<file path="src/rtl/tpts_pkg.sv">
// Package for the tick-driven priority task scheduler.
// Holds the item codes, task state codes and the task entry type.
// No dependencies.
`timescale 1ns / 1ps

package tpts_pkg;

	// item kinds, carried on s_tuser
	localparam logic [1:0] OP_TICK  = 2'd0;
	localparam logic [1:0] OP_WRITE = 2'd1;
	localparam logic [1:0] OP_START = 2'd2;

	// task states
	localparam logic [1:0] ST_INACTIVE = 2'd0;
	localparam logic [1:0] ST_READY    = 2'd1;
	localparam logic [1:0] ST_DELAYED  = 2'd2;
	localparam logic [1:0] ST_WAITING  = 2'd3;

	typedef struct packed {
		logic [1:0]  state;
		logic [31:0] delay;
		logic [7:0]  prio;
	} task_entry_t;

endpackage

</file>
<file path="src/rtl/tpts_table.sv">
// Task entry table: one flop row per task, one read and one write port.
// Depends on tpts_pkg.
`timescale 1ns / 1ps

module tpts_table import tpts_pkg::*; #(
	parameter int NUM_TASKS = 8,
	parameter int IW = $clog2(NUM_TASKS)
) (
	input  logic          clk,
	input  logic          arst_n,
	input  logic [IW-1:0] rd_addr,
	output task_entry_t   rd_entry,
	input  logic          wr_en,
	input  logic [IW-1:0] wr_addr,
	input  task_entry_t   wr_entry
);

	task_entry_t entry_q [NUM_TASKS];

	// reset value of every entry: inactive, zero delay, zero priority
	always_ff @(posedge clk or negedge arst_n) begin
		if (!arst_n) begin
			for (int i = 0; i < NUM_TASKS; i++) begin
				entry_q[i] <= '0;
			end
		end else if (wr_en) begin
			entry_q[wr_addr] <= wr_entry;
		end
	end

	// addresses at or above the depth only occur for non-power-of-two depths
	assign rd_entry = (32'(rd_addr) < 32'(NUM_TASKS)) ? entry_q[rd_addr] : '0;

endmodule

</file>
<file path="src/rtl/tick_priority_task_scheduler.sv">
// Top level of the tick-driven priority task scheduler.
// Depends on tpts_pkg and tpts_table.
`timescale 1ns / 1ps

// Tick-driven priority task scheduler. Each input beat is a write of one task
// entry (state, delay, priority), a start that makes a task current, or a
// tick; each beat yields exactly one output beat with the current task and a
// flag that is set when the current task changed. Write and start beats (and
// the unused kind) finish in the accept cycle; their result shows on the next
// cycle. A tick walks the ring of tasks one entry per cycle with a single
// shared decrement/compare unit: a prep state fetches the initial candidate,
// a walk state visits each task of the ring, and a final state posts the
// result once the output register is free. The ring size is task_count,
// where 0 acts as 1 and values above NUM_TASKS act as NUM_TASKS. s_tready
// is low during a tick walk and while an unread result sits in the output
// register. task_count may only be written while the block is idle.
module tick_priority_task_scheduler import tpts_pkg::*; #(
	parameter int NUM_TASKS = 8
) (
	input  logic        clk,
	input  logic        arst_n,
	// configuration
	input  logic        task_count_we,
	input  logic [3:0]  task_count_wdata,
	// input stream
	input  logic        s_tvalid,
	output logic        s_tready,
	// s_tdata: task_index[2:0], new_state[4:3], delay_ticks[36:5],
	//          task_priority_in[44:37], semaphore_free_mask[52:45], zero[55:53]
	input  logic [55:0] s_tdata,
	// s_tuser: operation[1:0]
	input  logic [1:0]  s_tuser,
	// output stream
	output logic        m_tvalid,
	input  logic        m_tready,
	// m_tdata: current_task[2:0], switched[3], zero[7:4]
	output logic [7:0]  m_tdata
);

	localparam int IW = $clog2(NUM_TASKS);

	// sequencer states
	localparam logic [1:0] S_IDLE = 2'd0;
	localparam logic [1:0] S_PREP = 2'd1;  // fetch initial candidate
	localparam logic [1:0] S_WALK = 2'd2;  // one task per cycle
	localparam logic [1:0] S_FIN  = 2'd3;  // post result

	// input fields
	logic [1:0]  operation;
	logic [2:0]  task_index;
	logic [1:0]  new_state;
	logic [31:0] delay_ticks;
	logic [7:0]  task_priority_in;
	logic [7:0]  semaphore_free_mask;

	assign operation           = s_tuser;
	assign task_index          = s_tdata[2:0];
	assign new_state           = s_tdata[4:3];
	assign delay_ticks         = s_tdata[36:5];
	assign task_priority_in    = s_tdata[44:37];
	assign semaphore_free_mask = s_tdata[52:45];

	logic [1:0]    state_q;
	logic [3:0]    task_count_q;
	logic [IW-1:0] running_q;
	logic [IW-1:0] last_q;     // ring size minus one, latched at tick
	logic [IW-1:0] t_q;        // task being visited
	logic [IW-1:0] left_q;     // visits remaining after this one
	logic [IW-1:0] cand_q;
	logic          cand_ready_q;
	logic [7:0]    cand_prio_q;
	logic [7:0]    mask_q;
	logic          m_tvalid_q;
	logic [2:0]    out_task_q;
	logic          out_sw_q;

	// table ports
	logic [IW-1:0] rd_addr;
	task_entry_t   rd_entry;
	logic          wr_en;
	logic [IW-1:0] wr_addr;
	task_entry_t   wr_entry;

	tpts_table #(
		.NUM_TASKS (NUM_TASKS),
		.IW        (IW)
	) u_table (
		.clk      (clk),
		.arst_n   (arst_n),
		.rd_addr  (rd_addr),
		.rd_entry (rd_entry),
		.wr_en    (wr_en),
		.wr_addr  (wr_addr),
		.wr_entry (wr_entry)
	);

	// handshake
	logic slot_free;
	logic in_acc;
	logic post_res;

	assign slot_free = !m_tvalid_q || m_tready;
	assign s_tready  = (state_q == S_IDLE) && slot_free;
	assign in_acc    = s_tvalid && s_tready;
	// a result beat is loaded by a single-cycle beat or at the end of a walk
	assign post_res  = (in_acc && operation != OP_TICK) || (state_q == S_FIN && slot_free);

	// ring bounds from the current register value
	logic [IW-1:0] ring_last;
	logic [IW-1:0] walk_start;
	logic [IW-1:0] start_next;

	always_comb begin
		if (task_count_q == 4'd0) begin
			ring_last = '0;
		end else if (32'(task_count_q) > 32'(NUM_TASKS)) begin
			ring_last = IW'(NUM_TASKS - 1);
		end else begin
			ring_last = IW'(task_count_q - 4'd1);
		end
	end

	// a current task outside the ring starts the walk at task 0
	assign walk_start = (running_q <= ring_last) ? running_q : '0;
	assign start_next = (walk_start == ring_last) ? '0 : walk_start + IW'(1);

	// shared walk unit: count down, free test, priority compare
	logic [31:0] free_sh;
	logic        free_bit;
	logic [31:0] dec_delay;
	logic        made_ready;
	logic [1:0]  visit_state;
	logic        take_cand;
	logic [IW-1:0] t_next;

	assign free_sh   = 32'(mask_q) >> t_q;
	assign free_bit  = free_sh[0];
	assign dec_delay = (rd_entry.delay != 32'd0) ? rd_entry.delay - 32'd1 : 32'd0;
	assign t_next    = (t_q == last_q) ? '0 : t_q + IW'(1);

	always_comb begin
		visit_state = rd_entry.state;
		made_ready  = 1'b0;
		take_cand   = 1'b0;
		unique case (rd_entry.state)
			ST_DELAYED: begin
				made_ready = (dec_delay == 32'd0);
			end
			ST_WAITING: begin
				made_ready = free_bit || (dec_delay == 32'd0);
			end
			ST_READY: begin
				take_cand = !cand_ready_q || (rd_entry.prio >= cand_prio_q);
			end
			ST_INACTIVE: begin
			end
		endcase
		if (made_ready) begin
			visit_state = ST_READY;
		end
	end

	// table access
	logic is_delay_state;

	assign is_delay_state = (rd_entry.state == ST_DELAYED) || (rd_entry.state == ST_WAITING);

	always_comb begin
		rd_addr  = (state_q == S_PREP) ? cand_q : t_q;
		wr_en    = 1'b0;
		wr_addr  = t_q;
		wr_entry = '{state: visit_state, delay: dec_delay, prio: rd_entry.prio};
		if (in_acc && operation == OP_WRITE && 32'(task_index) < 32'(NUM_TASKS)) begin
			wr_en    = 1'b1;
			wr_addr  = IW'(task_index);
			wr_entry = '{state: new_state, delay: delay_ticks, prio: task_priority_in};
		end else if (state_q == S_WALK && is_delay_state) begin
			wr_en = 1'b1;
		end
	end

	// configuration register
	always_ff @(posedge clk or negedge arst_n) begin
		if (!arst_n) begin
			task_count_q <= 4'd1;
		end else if (task_count_we) begin
			task_count_q <= task_count_wdata;
		end
	end

	// output valid: set when a result is posted, cleared when it is taken
	always_ff @(posedge clk or negedge arst_n) begin
		if (!arst_n) begin
			m_tvalid_q <= 1'b0;
		end else if (post_res) begin
			m_tvalid_q <= 1'b1;
		end else if (m_tready) begin
			m_tvalid_q <= 1'b0;
		end
	end

	// sequencer
	always_ff @(posedge clk or negedge arst_n) begin
		if (!arst_n) begin
			state_q      <= S_IDLE;
			running_q    <= '0;
			last_q       <= '0;
			t_q          <= '0;
			left_q       <= '0;
			cand_q       <= '0;
			cand_ready_q <= 1'b0;
		end else begin
			unique case (state_q)
				S_IDLE: begin
					if (in_acc) begin
						priority if (operation == OP_TICK) begin
							state_q <= S_PREP;
							last_q  <= ring_last;
							t_q     <= walk_start;
							left_q  <= ring_last;
							cand_q  <= start_next;
						end else begin
							if (operation == OP_START &&
							    32'(task_index) <= 32'(ring_last)) begin
								running_q <= IW'(task_index);
							end
						end
					end
				end
				S_PREP: begin
					cand_ready_q <= (rd_entry.state == ST_READY);
					state_q      <= S_WALK;
				end
				S_WALK: begin
					if (take_cand) begin
						cand_q       <= t_q;
						cand_ready_q <= 1'b1;
					end else if (t_q == cand_q && made_ready) begin
						// initial candidate turned ready during this walk
						cand_ready_q <= 1'b1;
					end
					t_q    <= t_next;
					left_q <= left_q - IW'(1);
					if (left_q == '0) begin
						state_q <= S_FIN;
					end
				end
				S_FIN: begin
					if (slot_free) begin
						running_q <= cand_q;
						state_q   <= S_IDLE;
					end
				end
			endcase
		end
	end

	// payload registers
	always_ff @(posedge clk) begin
		if (in_acc) begin
			mask_q <= semaphore_free_mask;
		end
		if (state_q == S_PREP) begin
			cand_prio_q <= rd_entry.prio;
		end else if (state_q == S_WALK && take_cand) begin
			cand_prio_q <= rd_entry.prio;
		end
		if (in_acc && operation != OP_TICK) begin
			if (operation == OP_START && 32'(task_index) <= 32'(ring_last)) begin
				out_task_q <= task_index;
				out_sw_q   <= (IW'(task_index) != running_q);
			end else begin
				out_task_q <= 3'(running_q);
				out_sw_q   <= 1'b0;
			end
		end else if (state_q == S_FIN && slot_free) begin
			out_task_q <= 3'(cand_q);
			out_sw_q   <= (cand_q != running_q);
		end
	end

	assign m_tvalid = m_tvalid_q;
	assign m_tdata  = {4'b0000, out_sw_q, out_task_q};

endmodule

</file>
<file path="config.mk">
export PLATFORM = sky130hd
export DESIGN_NAME = tick_priority_task_scheduler
export DESIGN_NICKNAME = d
export VERILOG_FILES = /design/src/rtl/tpts_pkg.sv /design/src/rtl/tpts_table.sv /design/src/rtl/tick_priority_task_scheduler.sv
export SDC_FILE = /design/constraint.sdc
export NUM_CORES = 1
export LEC_CHECK = 0
export BUFFER_PORTS_ARGS = -buffer_cell sky130_fd_sc_hd__buf_2
export CORE_ASPECT_RATIO = 0.9
export CORE_MARGIN = 3
export CORE_UTILIZATION = 45
export DETAILED_ROUTE_END_ITERATION = 7
export SYNTH_ARGS = -nofsm -noshare
export SYNTH_HDL_FRONTEND = slang
export SYNTH_HIERARCHICAL = 1
export SYNTH_SLANG_ARGS = --single-unit
</file>
<file path="constraint.sdc">
create_clock -name clk -period 6.26 [get_ports clk]
set_input_delay 0.626 -clock clk [delete_from_list [all_inputs] [get_ports clk]]
set_output_delay 0.626 -clock clk [all_outputs]
set_load 0.05 [all_outputs]
</file>
==> metrics <==
Via density 5.71; CP Buf/Inv Count 2; pins over their slew limit 0; CP Max Fanout 40; synthesized netlist cell count 1380; CTS buffer count 42; Stages on worst setup path 14; setup_tns 0 ns; largest net degree at the start of global routing 167; clock root cell clkbuf_16; fin crit share 86.2%; RSZ-0062 raised after global routing no; # rows 71; Total GRT Usage 20.4%; final hold violations 0; worst reg2reg startpoint state_q[1]; number of library cell types mapped by synthesis 73; Clock Sinks 379; Ys Warns 6; f_max 0.185 GHz; Area Growth Syn to Fin 12.1%; CP Launch Type flop; cts repair resizes 0; global-route wire length before repair 71500 um; critical-path cell list inv_1, ha_1, mux2_8, mux4_2, mux2_2, inv_1, ha_1, nor3b_4, nand4_4, nor2_1, nand2_1, nand2_1, o21ai_0, mux2_1; Worst path max stage delay 0.59 ns; MaxCap Viol Count 0; Nets 1524; Syn Area/Cell 13.9 um2; # setup viols final 0; worst vdd ir 246 uV; CTS H-tree lvls 2; Die H 202 um; Post-CTS Setup Bufs 0; CP arrival 5.84 ns; Die Footprint 0.0451 mm2; sequential share of the synthesized area 50.1%; Post-synth EDFFs 20; antenna diode count 0; drt pass-1 iters 4; vias in the first global route 12100; WP data required 6.71 ns; core box area 0.0419 mm2; fin crit period 5.39 ns; Worst R2R Setup Slack 0.87 ns; Leak 10.0 nW; IO buf count 69; Top delay family on crit path multiplexers; Worst Setup End Kind flop; starting density of the core 45.7%; clock skew 0.0156 ns; Seq cells post-synth 379; Placed Area 0.0201 mm2; drt first-iter violations 708; share of post-route cells with drive strength above 1 33.6%; area fraction of the dominant cell type after synthesis 46.8%; most common cell in the synthesized netlist dfrtp_1; kind of critical path reg2reg; drt wl/cell 22.2 um; Synth area leaders dfrtp_1 47%, mux2_2 13%, mux4_2 10%; HPWL after DPL 27000 um; Worst slew margin 27.9%; Setup crit start state_q[1]; HP Class in2async; Post-synth ARST share 94.7%; hold_buf cts 0; Power Total 9.89 mW; CTS clock-pin slew for the worst setup and hold paths 0.06 ns; final WL 44600 um; Commonest cells post-synth 358 x dfrtp_1, 227 x mux2_2, 160 x mux2_1; CP endpoint u_table/entry_q[285]; synthesized area 0.0192 mm2; power per cell area 461 mW/mm2; status finished, final reports clean; worst-margin pin slew 1.07 ns; CP max-delay cell mux2_8; clk buf depth 3; ANT nets after route 0; Hold WS 0.0924 ns; vias 11500; TritonCTS clock tree built; reg2reg path depth 14; r2r endpoint u_table/entry_q[285]; die width 223 um; Clock Latency Late Sink 0.57 ns; Ports 77; initial antenna violation count 0; post-synth top area cell dfrtp_1; drt drc 0; RePlAce Congestion 0.805; gr ovfl total 0; Post-synth top flop dfrtp_1; Finished Cell Area 0.0215 mm2
## where the power goes
group          total [mW]  switching (mW)  internal, mW
Sequential           3.23           0.263          2.97
Combinational        4.19            2.48          1.71
Clock                2.46           0.978          1.48
## cell type report
| class | instances | area, um2 |
|---|---|---|
| inverter | 30 | 113 |
| timing repair buffer | 96 | 683 |
| sequential | 379 | 9590 |
| tap | 547 | 684 |
| clock inverter | 6 | 58.8 |
| clock buffer | 68 | 1320 |
| fill | 3587 | 20500 |
| multi-input combinational | 884 | 9010 |
## layer usage
metal / track usage [%] / share of wire (%) / up-vias
met5: 0 / 0 / -
met4: 5.14 / 2.3 / 0
met3: 3.30 / 3.3 / 69
met2: 33.0 / 47 / 160
met1: 29.2 / 47 / 6016
li1: - / - / 5235
## state kept, by name (all words and copies together), names as in the netlist
signal and flops:
mask_q 8, m_tvalid 1, cand_ready_q 1, t_q 3, u_table/entry_q 336, state_q 2, running_q 3, out_sw_q 1
left_q 3, last_q 3, out_task_q 3, cand_q 3, task_count_q 4, cand_prio_q 8
## per-stage QoR
stage	std cells	util (%)	setup WS (ns)
floorplan	1383	-	1.80
global placement	1936	47.9	0.872
detailed placement	1936	47.9	0.816
CTS	2010	51.2	0.802
global route	2010	51.2	0.403
finish	2010	51.2	0.865
## worst min path at each step
stage                               from                    to  slack [ns]  cells past startpoint
CTS                               arst_n  u_table/entry_q[128]        0.15                      1
global placement    u_table/entry_q[135]  u_table/entry_q[135]        0.46                      1
floorplan                         arst_n             cand_q[0]        0.33                      0
global route                      arst_n  u_table/entry_q[298]        0.16                      1
finish                            arst_n       task_count_q[1]        0.09                      1
detailed placement  u_table/entry_q[161]  u_table/entry_q[161]        0.47                      1
## cells by family (layout without fill, tap and decap cells)
group	Yosys count	after routing	synth area share, %
xor+xnor	39	39	1.78
simple gates	217	217	5.99
buf+inv	120	200	3.29
fa+ha+maj	24	24	1.57
other cells	1	4	0.0196
compound gates	123	123	4.21
flops	379	379	50.1
mux	477	477	33.1
## layout by cell type (no fill, tap or decap), types with 5 or more instances in the layout
cell / count
a21oi_1: 20
a31oi_1: 5
buf_12: 10
buf_2: 68
buf_4: 17
clkbuf_1: 12
clkbuf_16: 45
clkbuf_8: 11
dfrtp_1: 358
edfxtp_1: 20
ha_1: 24
inv_1: 30
mux2_1: 160
mux2_2: 225
mux4_2: 86
nand2_1: 95
nand3_1: 11
nand4_1: 5
nor2_1: 30
nor2b_1: 9
nor3_1: 14
nor4_1: 7
o211ai_1: 5
o21ai_0: 42
o31ai_1: 14
or3_1: 9
xnor2_1: 28
xor2_1: 11
No activity file was read; power rests on OpenSTA's default activity.
